## config.mk

```make
export PLATFORM = sky130hd
export DESIGN_NAME = pdde_cell
export DESIGN_NICKNAME = d
export VERILOG_FILES = /design/src/hdl/packet_delay_drop_emulator_macros.svh /design/src/hdl/pdde_pkg.sv /design/src/hdl/pdde_cell.sv
export SDC_FILE = /design/constraint.sdc
export NUM_CORES = 1
export LEC_CHECK = 0
export ABC_AREA = 1
export CAP_MARGIN = 5
export CORE_AREA = 2 2 154 156
export CTS_CLUSTER_DIAMETER = 200
export CTS_CLUSTER_SIZE = 30
export DETAILED_ROUTE_END_ITERATION = 8
export DIE_AREA = 0 0 156 158
export DONT_BUFFER_PORTS = 1
export GPL_TIMING_DRIVEN = 0
export PLACE_DENSITY = 0.46
export SLEW_MARGIN = 20
export SYNTH_ARGS = -nofsm -noshare
export SYNTH_HDL_FRONTEND = slang
export SYNTH_SLANG_ARGS = --single-unit
```

## constraint.sdc

```tcl
create_clock -name clk -period 9.9 [get_ports clk]
set_input_delay 1.98 -clock clk [delete_from_list [all_inputs] [get_ports clk]]
set_output_delay 1.98 -clock clk [all_outputs]
set_load 0.005 [all_outputs]
```

## src/hdl/packet_delay_drop_emulator_macros.svh

```systemverilog
// Assertion macros shared by the packet delay and drop emulator.
`ifndef PACKET_DELAY_DROP_EMULATOR_MACROS_SVH
`define PACKET_DELAY_DROP_EMULATOR_MACROS_SVH

// Checks that a condition implies a consequence in the same cycle.
`define PDDE_IMPLIES(name, clk, rstn, ante, cons, msg) \
  name: assert property (@(posedge clk) disable iff (!rstn) (ante) |-> (cons)) \
    else $error(msg);

// Checks that a condition implies a consequence in the next cycle.
`define PDDE_NEXT(name, clk, rstn, ante, cons, msg) \
  name: assert property (@(posedge clk) disable iff (!rstn) (ante) |=> (cons)) \
    else $error(msg);

`endif

```

## src/hdl/pdde_pkg.sv

```systemverilog
// Package with types and constants of the packet delay and drop emulator.
`default_nettype none
package pdde_pkg;

  localparam int IN_TDATA_W  = 128;
  localparam int OUT_TDATA_W = 72;
  localparam int CFG_IDX_W   = 3;
  localparam int CFG_DATA_W  = 24;
  localparam int RAND_W      = 16;
  localparam int TICK_W      = 24;
  localparam int COUNT_W     = 7;

  localparam logic [1:0] ST_RELEASED = 2'd0;
  localparam logic [1:0] ST_QUEUED   = 2'd1;
  localparam logic [1:0] ST_DROPPED  = 2'd2;
  localparam logic [1:0] ST_FULL     = 2'd3;

  localparam logic [CFG_IDX_W-1:0] REG_DROP_EN    = 3'd0;
  localparam logic [CFG_IDX_W-1:0] REG_LAT_EN     = 3'd1;
  localparam logic [CFG_IDX_W-1:0] REG_DROP_RATIO = 3'd2;
  localparam logic [CFG_IDX_W-1:0] REG_LATENCY    = 3'd3;
  localparam logic [CFG_IDX_W-1:0] REG_JITTER     = 3'd4;

  typedef struct packed {
    logic [15:0] handle;
    logic [31:0] addr;
    logic [15:0] port;
  } payload_t;

  typedef struct packed {
    logic ins;
    logic pop;
  } cell_ctl_t;

endpackage
`default_nettype wire

```

## src/hdl/pdde_cell.sv

```systemverilog
// One cell of the time-sorted pending chain.
`default_nettype none
module pdde_cell #(
  parameter int TIME_BITS = 32
) (
  input  wire logic                  clk,
  input  wire logic                  rst_n,
  input  wire pdde_pkg::cell_ctl_t   ctl,
  input  wire logic [TIME_BITS-1:0]  new_time,
  input  wire pdde_pkg::payload_t    new_pay,
  input  wire logic                  left_valid,
  input  wire logic [TIME_BITS-1:0]  left_time,
  input  wire pdde_pkg::payload_t    left_pay,
  input  wire logic                  right_valid,
  input  wire logic [TIME_BITS-1:0]  right_time,
  input  wire pdde_pkg::payload_t    right_pay,
  input  wire logic                  found_in,
  output logic                       found_out,
  output logic                       valid,
  output logic [TIME_BITS-1:0]       slot_time,
  output pdde_pkg::payload_t         slot_pay
);
  import pdde_pkg::*;

  logic                 valid_r, valid_nxt;
  logic [TIME_BITS-1:0] time_r, time_nxt;
  payload_t             pay_r, pay_nxt;
  logic [TIME_BITS-1:0] diff;
  logic                 later;
  logic                 mark;

  // The stored entry is later than the new one when new minus stored is negative.
  assign diff      = new_time - time_r;
  assign later     = valid_r && diff[TIME_BITS-1];
  assign mark      = later || !valid_r;
  assign found_out = found_in || mark;

  always_comb begin
    valid_nxt = valid_r;
    time_nxt  = time_r;
    pay_nxt   = pay_r;
    priority if (ctl.pop) begin
      valid_nxt = right_valid;
      time_nxt  = right_time;
      pay_nxt   = right_pay;
    end else if (ctl.ins && found_in) begin
      valid_nxt = left_valid;
      time_nxt  = left_time;
      pay_nxt   = left_pay;
    end else if (ctl.ins && mark) begin
      valid_nxt = 1'b1;
      time_nxt  = new_time;
      pay_nxt   = new_pay;
    end
  end

  always_ff @(posedge clk) begin
    if (!rst_n) begin
      valid_r <= 1'b0;
    end else begin
      valid_r <= valid_nxt;
    end
  end

  always_ff @(posedge clk) begin
    time_r <= time_nxt;
    pay_r  <= pay_nxt;
  end

  assign valid     = valid_r;
  assign slot_time = time_r;
  assign slot_pay  = pay_r;

endmodule
`default_nettype wire

```

Yosys cells after proc, flatten, opt, wreduce, memory -nomap -nowiden:

Index checks and enable logic that the tools add are counted.

* logic and storage cells: 22
* input bits: 295
* register bits: 97

* multiplexer cells: 9
* reductions and logical operators: 7
* add/subtract/negate cells: 1

Operators by type and width (count)
* 64-bit two-way mux: 3
* 32-bit two-way mux: 3
* 32-bit subtractor: 1
* 1-bit logical AND: 3
* 1-bit two-way mux: 3
* 3-bit nonzero test: 1
* 1-bit logical OR: 2
* 1-bit zero test: 1

Logic depth before layout (Yosys ltp):

Gate-level depths: netlist of the first run.

* depth in word-level cells: 7
* mapped depth: 18
* depth with buffers taken out: 18

Worst setup path before layout of the first run:

OpenSTA, ideal clock, no wires.

* path type: input to register
* start point: input port new_time[26]
* end point: register pay_r (netlist bit slot_pay[0]), enable pin
* data arrival time: 5.012 ns
* slack: 4.430 ns
* path buffers: 0
* cell stages on the path: 12
* required time: 9.442 ns
* cells stage by stage: ha_1 -> nand2_1 -> nor2_1 -> nand2_2 -> inv_1 -> nand2_1 -> nand3_1 -> nor2_1 -> nand3_1 -> nand3_2 -> nand2_2 -> nand2_1

* longest elaborated chain between the ends: 5

Ends and longest elaborated chain
* from (decl): line pdde_cell.sv:9 `input wire logic [TIME_BITS-1:0] new_time,`
* 32-bit subtractor: line pdde_cell.sv:33 `assign diff = new_time - time_r;`
* 1-bit logical AND: line pdde_cell.sv:34 `assign later = valid_r && diff[TIME_BITS-1];`
* 1-bit logical OR: line pdde_cell.sv:35 `assign mark = later || !valid_r;`
* 1-bit logical AND: line pdde_cell.sv:50 `end else if (ctl.ins && mark) begin`
* 3-bit nonzero test (no source line)
* to (signal assigned): line pdde_cell.sv:67 `pay_r <= pay_nxt;`
* to (decl): line pdde_cell.sv:27 `payload_t pay_r, pay_nxt;`

No other way between the ends.
A chain may end at the register's enable or synchronous reset.

Worst setup path after layout of the first run:

* start point: input port new_time[6]
* end point: output port found_out

* longest elaborated chain between the ends: 4

Ends and longest elaborated chain
* 32-bit subtractor: line pdde_cell.sv:33
* 1-bit logical AND: line pdde_cell.sv:34
* 1-bit logical OR: line pdde_cell.sv:35
* 1-bit logical OR: line pdde_cell.sv:36 `assign found_out = found_in || mark;`
* to (decl): line pdde_cell.sv:18 `output logic found_out,`

No other way between the ends.

==> results.json, run 1 <==
{
  "clk_path_buf_depth": 2,
  "mappedNetlistArea_sq_um": 5720,
  "cts_tree": "yes",
  "power.switching_uw": 315,
  "seq_area_sq_um": 2900,
  "coreArea_sq_um": 23100,
  "die_h_um": 158,
  "die_area_sq_um": 24600,
  "grt_antenna_before_repair": 1,
  "irDropWorstVdd_v": 0.0000575,
  "cp.arrival_ns": 3.32,
  "grt_overflow": 0,
  "report.power.total_mw": 1.08,
  "drt-wirelength-per-cell_um": 21.7,
  "die_w_um": 156,
  "cap_violations": 0,
  "syn_inst": 694,
  "hold_buffers": 0,
  "relSlewSlack": 0.444,
  "setup_viol": 0,
  "wl_met3_um": 1900,
  "synth.net_count": 1019,
  "crit_type": "in -> out",
  "via_per_inst": 4.95,
  "drc": 0,
  "fp-row-count": 56,
  "area_growth_pct": 12.5,
  "crit_slowest_cell": "ha_1",
  "tightest_slew_ns": 0.834,
  "io-pin-count": 393,
  "finalCritPeriodShare": 0.535,
  "intPower_uw": 762,
  "worstHoldPathType": "reg -> reg",
  "end_kind": "primary output",
  "top_layer": "met4",
  "fmax_ghz": 0.189,
  "layout-drive-gt1-share": 0.0534,
  "finClkSkew_ns": 0.0129,
  "post_cts_resized": 0,
  "pwr-share-clk": 0.349,
  "num-fill-cells": 2546,
  "ys_warn_count": 0,
  "cp.required_ns": 7.92,
  "drt-initial-drc-count": 375,
  "worstPathMaxFanout": 2,
  "route.met2.wl_um": 10600,
  "grt_pass1_wl_um": 29500,
  "ys_seq_elements": 97,
  "clk_latency_ns": 0.35,
  "clk_pin_slew_ns": 0.07,
  "multiInputGateArea_sq_um": 2460,
  "finalWeightedCongestion": 0.811,
  "cpMostUsedCell": "nand2_1",
  "drt_wl_total_um": 21700,
  "synth.avg_cell_area_sq_um": 8.24,
  "hpwl_um": 17200,
  "synth_cell_type_count": 22,
  "io_buffers": 0,
  "wl_met1_um": 8870,
  "drv_slew": 0,
  "ys_seq_area_frac": 0.508,
  "cts.sinks": 97,
  "p_comb_frac": 0.147,
  "timing.critical_path.from_type": "input port",
  "cts.htree.levels": 3,
  "start_util": 0.248,
  "p_leak_nw": 2.66,
  "critical_path.top_delay_family": "simple AND/OR/NAND/NOR gates",
  "vias": 4956,
  "crit_buf_inv": 1,
  "period_needed_ns": 5.30,
  "finalHoldViolations": 0,
  "ant_nets": 0,
  "power_frac_seq": 0.503,
  "tns_ns": 0,
  "final_nets": 1032,
  "track_usage": 0.166,
  "drtPass1Iterations": 5,
  "cts_made_buffers": 9,
  "clock-root-buffer": "clkbuf_16",
  "cts_setup_buffers": 0,
  "rsz0062_at_grt": "no",
  "crit_chain": "ha_1 > nand2_1 > inv_1 > a21oi_1 > nand2_1 > nand2_1 > nand2_1 > nand2_1 > nand2_1 > nand2_1 > nand3_2 > or2_1",
  "grt_max_degree": 36,
  "powerDensity_nw_per_um2": 167,
  "slowest_delay_ns": 0.29,
  "outcome": "finished, final reports clean",
  "sw_frac_of_total": 0.292,
  "first_global_vias": 4646
}
cell usage in the layout, fill, tap and decap left out, types with 3 or more instances in the layout:
cell and count:
nand2_1 247, nor2_1 102, a31oi_1 96, edfxtp_1 96
inv_1 51, ha_1 30, clkbuf_1 28, clkbuf_16 9
a21oi_1 8, buf_2 8, nand3_1 5, nor2_2 4
buf_1 4, nand2_2 3, inv_6 3
cell usage after synthesis, drive strengths merged:
cell      n  share of area
xor2      1         0.0015
edfxtp   96           0.50
nand2   251           0.17
or2       1         0.0011
nand3     7         0.0079
buf      13          0.011
inv      53          0.035
ha       30          0.066
a21oi     8         0.0070
nand4     1         0.0011
o21ai     1        0.00087
clkbuf   28          0.018
dfxtp     1         0.0035
a31oi    96           0.11
nor2    106          0.071
nor3      1        0.00087
cell type report:
| type | count | area share |
|---|---|---|
| flip-flops and latches | 97 | 0.451 |
| multi-input cells | 503 | 0.382 |
| well taps | 290 | 0.0564 |
| clock buffers | 9 | 0.0350 |
| inverters | 53 | 0.0309 |
| plain buffers | 41 | 0.0261 |
| clock inverters | 6 | 0.0117 |
| repair buffers | 2 | 0.00622 |
| diodes | 1 | 0.000389 |
registers in the layout, summed over array words and instances (netlist names):
name and flops:
slot_pay 64, slot_time 32, valid 1
metrics by stage:
stage | hold WS, ns | cells | worst slack [ns] | area, sq um | utilization
after global placement | 0.656 | 984 | 2.76 | 6080 | 0.264
final | 0.653 | 1002 | 4.60 | 6430 | 0.279
after detailed placement | 0.655 | 986 | 4.57 | 6130 | 0.266
after CTS | 0.668 | 1001 | 4.57 | 6430 | 0.279
after global routing | 0.686 | 1002 | 4.44 | 6430 | 0.279
after floorplan | 0.575 | 694 | 4.43 | 5720 | -
logic make-up (layout without fill, tap and decap cells):
group / Yosys count / in the layout / synth area share
flops: 97 / 97 / 0.508
buf+inv: 94 / 111 / 0.0641
simple gates: 367 / 367 / 0.248
other cells: 0 / 1 / 0
fa+ha+maj: 30 / 30 / 0.0656
xor+xnor: 1 / 1 / 0.00153
compound gates: 105 / 105 / 0.113
worst min-delay path, stage by stage (launching register included):
cell and delay [ns]:
dfxtp_1 0.37, inv_1 0.09, nand3_2 0.07, nand2_2 0.06, nor2_2 0.03
worst paths after layout:
| path | endpoint | slack (ns) | start | cells past startpoint |
|---|---|---|---|---|
| setup / recovery | found_out | 4.60 | new_time[6] | 12 |
| hold / removal | valid$_SDFFE_PN0P_ | 0.65 | valid$_SDFFE_PN0P_ | 4 |
| setup reg to reg | slot_pay[8]$_DFFE_PP_ | 7.04 | slot_time[10]$_DFFE_PP_ | 13 |
| hold reg to reg | valid$_SDFFE_PN0P_ | 0.65 | valid$_SDFFE_PN0P_ | 4 |
power by group through the flow:
stage	Combinational (mW)	Clock [mW]	Sequential [mW]
finish	0.159	0.376	0.542
global route	0.183	0.406	0.546
CTS	0.161	0.389	0.544
detailed placement	0.161	0	0.553
global placement	0.156	0	0.558
floorplan	0.113	0	0.538
routing by layer:
layer  GRT usage  vias up
met4      0.0485        0
li1            -     2360
met3      0.0482       21
met5           0        -
met1       0.207     2302
met2       0.279      273
Note: power is estimated with default switching activity, not from simulation.
==> run 2, diff against run 1 <==
--- a/config.mk
+++ b/config.mk
@@ -14,7 +14,7 @@
 export DIE_AREA = 0 0 156 158
 export DONT_BUFFER_PORTS = 1
 export GPL_TIMING_DRIVEN = 0
-export PLACE_DENSITY = 0.46
+export PLACE_DENSITY = 0.47
 export SLEW_MARGIN = 20
 export SYNTH_ARGS = -nofsm -noshare
 export SYNTH_HDL_FRONTEND = slang
==> constraint.sdc (replaced) <==
create_clock -name clk -period 4.6 [get_ports clk]
set_input_delay 0.92 -clock clk [delete_from_list [all_inputs] [get_ports clk]]
set_output_delay 0.92 -clock clk [all_outputs]
set_load 0.005 [all_outputs]
==> run 2 against run 1 <==
Effect of this change:
- routed wire length fell by 2.5%
- cell area fell by 0.16%
- sequential share of layout area rose by 0.070 points
- global-route usage fell by 0.41 points
- register-to-register slack got worse by 5.0 ns
- count of clock-buffer cells in the layout did not move
- clock skew rose by 0.0048 ns
- highest routed layer unchanged
- power rose by 110%
- sequential power rose by 120%
- clock power rose by 99%
==> results.json, run 2 (synthesis gave the netlist of run 1 again) <==
{
  "outcome": "finished, final reports clean",
  "finalHoldViolations": 0,
  "die_h_um": 158,
  "setup_viol": 0,
  "crit_chain": "ha_1 > nand2_1 > nor2_1 > nand2_2 > inv_1 > nand2_1 > nand3_1 > nor2_1 > nand2_1 > nand2_1 > nand3_2 > or2_1",
  "grt_overflow": 0,
  "start_util": 0.248,
  "p_leak_nw": 2.66,
  "diodes": 0,
  "period_needed_ns": 3.21,
  "first_global_vias": 4745,
  "crit_slowest_cell": "ha_1",
  "slowest_delay_ns": 0.29,
  "post_cts_resized": 0,
  "grt_pass1_wl_um": 29100,
  "drt-wirelength-per-cell_um": 21.1,
  "fmax_ghz": 0.311,
  "coreArea_sq_um": 23100,
  "cp.arrival_ns": 2.29,
  "layout_commonest_cell": "nand2_1",
  "crit_type": "in -> out",
  "intPower_mw": 1.58,
  "vias": 4964,
  "finalWeightedCongestion": 0.796,
  "worstPathMaxFanout": 3,
  "clk_latency_ns": 0.35,
  "post-route-util": 0.279,
  "worstHoldPathType": "reg -> reg",
  "end_kind": "primary output",
  "layout_common_cells": "247 x nand2_1, 102 x nor2_1, 96 x a31oi_1, 96 x edfxtp_1, 51 x inv_1",
  "cts_tree": "yes",
  "cts.sinks": 97,
  "multiInputGateArea_sq_um": 2460,
  "pwr-share-clk": 0.333,
  "finalCritPeriodShare": 0.699,
  "setup_ws_ns": 1.39,
  "crit_buf_inv": 1,
  "seq_area_sq_um": 2900,
  "die_area_sq_um": 24600,
  "cts_setup_buffers": 0,
  "clock-root-buffer": "clkbuf_16",
  "drt-initial-drc-count": 369,
  "track_usage": 0.161,
  "io_buffers": 0,
  "via_per_inst": 4.95,
  "cts.htree.levels": 3,
  "powerDensity_nw_per_um2": 351,
  "power_frac_seq": 0.517,
  "layout-drive-gt1-share": 0.0520,
  "cpMostUsedCell": "nand2_1",
  "fp-row-count": 56,
  "num-fill-cells": 2508,
  "drc": 0,
  "final_nets": 1032,
  "die_w_um": 156,
  "tightest_slew_ns": 0.808,
  "hold_buffers": 0,
  "area_growth_pct": 12.3,
  "critical_path.top_delay_family": "simple AND/OR/NAND/NOR gates",
  "whs_ns": 0.684,
  "cap_violations": 0,
  "cts_made_buffers": 9,
  "p_comb_frac": 0.150,
  "irDropWorstVdd_v": 0.000140,
  "timing.critical_path.from_type": "input port",
  "place_inst": 986,
  "stdcell_count": 1002,
  "ant_nets": 0,
  "largest_register_ffs": 64,
  "rsz0062_at_grt": "no",
  "clk_path_buf_depth": 2,
  "drt_wl_total_um": 21200,
  "grt_antenna_before_repair": 0,
  "power.switching_uw": 669,
  "clk_pin_slew_ns": 0.07,
  "grt_max_degree": 47,
  "relSlewSlack": 0.461,
  "drtPass1Iterations": 6,
  "drv_slew": 0,
  "cp.required_ns": 3.68,
  "hpwl_um": 16900,
  "place_ws_ns": 1.35,
  "report.power.total_mw": 2.25,
  "finClkSkew_ns": 0.0177,
  "io-pin-count": 393,
  "sw_frac_of_total": 0.297
}
-- run 2: cell types whose count changed in the layout (fill, tap and decap cells not counted), sizes merged --
cell	change
clkinv	+3
bufinv	-1
inv	-1
diode	-1
-- run 2: through the flow --
stage | cell area [sq um] | setup TNS [ns]
4_1_cts | 6420 | 0
3_3_place_gp | 6080 | -134.63
3_5_place_dp | 6140 | 0
2_1_floorplan | 5720 | 0
6_report | 6420 | 0
5_1_grt | 6420 | 0
-- run 2: path summary, 6_finish.rpt --
check / start / to / slack, ns / depth (start not counted)
worst max-delay path: new_time[26] / found_out / 1.39 / 12
worst min-delay path: valid$_SDFFE_PN0P_ / valid$_SDFFE_PN0P_ / 0.68 / 4
worst max register to register: slot_time[30]$_DFFE_PP_ / slot_pay[4]$_DFFE_PP_ / 2.06 / 13
worst min register to register: valid$_SDFFE_PN0P_ / valid$_SDFFE_PN0P_ / 0.68 / 4
-- run 2: area by class of cell --
cell class | count | area share
clock inverter | 7 | 0.00818
clock buffer | 9 | 0.0351
buffer | 41 | 0.0261
timing repair buffer | 2 | 0.00857
inverter | 53 | 0.0310
sequential | 97 | 0.452
multi-input combinational | 503 | 0.383
tap | 290 | 0.0565
-- run 2: power groups by stage --
stage                     clock network, mW  logic (mW)  registers, mW
after floorplan                           0       0.243           1.16
after global placement                    0       0.332           1.20
after detailed placement                  0       0.346           1.19
after CTS                             0.778       0.346           1.17
after global routing                  0.810       0.395           1.17
final                                 0.750       0.338           1.17
-- run 2: worst register-to-register path: stages, from the launching register on --
cell and delay [ns]:
edfxtp_1 0.43, inv_1 0.07, ha_1 0.29, nand2_1 0.07, nor2_2 0.13, nand2_2 0.09
nor3_1 0.18, nand2_1 0.10, nand2_1 0.06, nand2_1 0.07, nand3_2 0.11, nand2_2 0.10
nand2_4 0.20, buf_16 0.26
-- run 2: layer usage --
| layer | global-route usage | vias up | wire length, um |
|---|---|---|---|
| met1 | 0.198 | 2304 | 8720 |
| met3 | 0.0457 | 23 | 1740 |
| met4 | 0.0406 | 0 | 325 |
| li1 | - | 2365 | - |
| met2 | 0.280 | 272 | 10400 |
| met5 | 0 | - | 0 |
==> run 3, diff against run 2 <==
--- a/config.mk
+++ b/config.mk
@@ -7,11 +7,11 @@
 export LEC_CHECK = 0
 export ABC_AREA = 1
 export CAP_MARGIN = 5
-export CORE_AREA = 2 2 154 156
+export CORE_AREA = 2 2 151 153
 export CTS_CLUSTER_DIAMETER = 200
 export CTS_CLUSTER_SIZE = 30
 export DETAILED_ROUTE_END_ITERATION = 8
-export DIE_AREA = 0 0 156 158
+export DIE_AREA = 0 0 153 155
 export DONT_BUFFER_PORTS = 1
 export GPL_TIMING_DRIVEN = 0
 export PLACE_DENSITY = 0.47
==> constraint.sdc (replaced) <==
create_clock -name clk -period 3.31 [get_ports clk]
set_input_delay 0.662 -clock clk [delete_from_list [all_inputs] [get_ports clk]]
set_output_delay 0.662 -clock clk [all_outputs]
set_load 0.005 [all_outputs]
==> run 3 against run 2 <==
Effect of this change:
- utilization increased by 0.99 points
- global-route usage increased by 0.60 points
- routed wire length decreased by 0.34%
- power increased by 41%
- cell area decreased by 0.14%
- first-iteration DRC count increased by 7.3%
- largest cell class unchanged
- highest routed layer unchanged
==> results.json, run 3 (synthesis gave the netlist of run 1 again) <==
{
  "outcome": "finished, final reports clean",
  "hold_buffers": 0,
  "vias": 5000,
  "irDropWorstVdd_v": 0.000199,
  "finalWeightedCongestion": 0.850,
  "cp.required_ns": 2.65,
  "start_util": 0.257,
  "tns_ns": 0,
  "grt_max_degree": 92,
  "drv_slew": 0,
  "io_buffers": 0,
  "rsz0062_at_grt": "no",
  "clk_path_buf_depth": 2,
  "clock-root-buffer": "clkbuf_16",
  "layout_common_cells": "247 x nand2_1, 102 x nor2_1, 96 x a31oi_1, 96 x edfxtp_1, 51 x inv_1",
  "fmax_ghz": 0.351,
  "cp.arrival_ns": 2.19,
  "grt_antenna_before_repair": 0,
  "track_usage": 0.168,
  "coreArea_sq_um": 22200,
  "finClkSkew_ns": 0.0129,
  "drt-initial-drc-count": 396,
  "fp-row-count": 55,
  "crit_slowest_cell": "edfxtp_1",
  "cap_violations": 0,
  "cts_tree": "yes",
  "clk_pin_slew_ns": 0.07,
  "cts.htree.levels": 3,
  "die_h_um": 155,
  "hpwl_um": 16700,
  "slowest_delay_ns": 0.42,
  "die_area_sq_um": 23700,
  "finalCritPeriodShare": 0.862,
  "layout-drive-gt1-share": 0.0507,
  "diodes": 0,
  "largest_register_ffs": 64,
  "drc": 0,
  "grt_pass1_wl_um": 29700,
  "p_leak_nw": 2.65,
  "crit_chain": "inv_1 > ha_1 > nand2_1 > inv_1 > a21oi_1 > nand2_1 > nand2_1 > nand2_1 > nand2_1 > nand2_1 > nand2_1 > nand3_2 > or2_1",
  "finalHoldViolations": 0,
  "layout_commonest_cell": "nand2_1",
  "setup_viol": 0,
  "final_nets": 1031,
  "worstPathMaxFanout": 2,
  "first_global_vias": 4610,
  "timing.critical_path.from_type": "flop",
  "cts_made_buffers": 9,
  "end_kind": "primary output",
  "grt_overflow": 0,
  "crit_type": "reg -> out",
  "die_w_um": 153,
  "relSlewSlack": 0.401,
  "drt-wirelength-per-cell_um": 21.2,
  "area_growth_pct": 12.1,
  "io-pin-count": 393,
  "drtPass1Iterations": 5,
  "placedInstanceArea_sq_um": 6120,
  "num-fill-cells": 2434,
  "clk_latency_ns": 0.35,
  "drt_wl_total_um": 21100,
  "period_needed_ns": 2.85,
  "post_cts_resized": 0,
  "final_area_sq_um": 6410,
  "cts_setup_buffers": 0,
  "via_per_inst": 5.03,
  "powerDensity_nw_per_um2": 496,
  "place_inst": 980,
  "cts.sinks": 97,
  "cpMostUsedCell": "nand2_1",
  "ant_nets": 0,
  "stdcell_count": 995,
  "tightest_slew_ns": 0.899,
  "worstHoldPathType": "in -> reg"
}
run 3: layer usage:
metal  global-route usage  part of all wire
met5                    0                 0
met2                0.278              0.48
met3               0.0577             0.091
met4               0.0437             0.016
met1                0.209              0.41
run 3: layout make-up:
type | instances | area [sq um] | share of cell area
clock buffer | 10 | 229 | 0.0357
sequential | 97 | 2900 | 0.453
tap | 285 | 357 | 0.0556
timing repair buffer | 1 | 27.5 | 0.00429
multi-input combinational | 503 | 2470 | 0.385
buffer | 41 | 168 | 0.0261
inverter | 53 | 199 | 0.0310
clock inverter | 5 | 65.1 | 0.0101
run 3: where the power goes:
part	total [mW]	internal, mW	switching, mW
Combinational	0.472	0.160	0.312
Sequential	1.62	1.52	0.0988
Clock	1.09	0.592	0.498
run 3: critical path: cells and delay by family (launching register included):
kind                       cells  cell delay, ns
AOI/OAI and AO/OA              1            0.14
adders and majority gates      1            0.24
buffers and inverters          2            0.14
and+or+nand+nor                9            0.89
DFF                            1            0.42
run 3: final timing paths:
check | startpoint | to | slack (ns) | cells past startpoint
max | slot_time[6]$_DFFE_PP_ | found_out | 0.46 | 13
min | rst_n | valid$_SDFFE_PN0P_ | 0.43 | 2
max reg2reg | slot_time[6]$_DFFE_PP_ | slot_pay[28]$_DFFE_PP_ | 0.67 | 14
min reg2reg | valid$_SDFFE_PN0P_ | valid$_SDFFE_PN0P_ | 0.65 | 4
run 3: stage by stage:
step | utilization | worst slack (ns) | hold slack (ns) | power [mW]
global placement | 0.273 | -0.878 | 0.651 | 2.12
global route | 0.289 | 0.233 | 0.414 | 3.34
finish | 0.289 | 0.458 | 0.433 | 3.18
floorplan | - | 0.0983 | 0.575 | 1.94
detailed placement | 0.275 | 0.450 | 0.651 | 2.13
CTS | 0.289 | 0.419 | 0.410 | 3.23
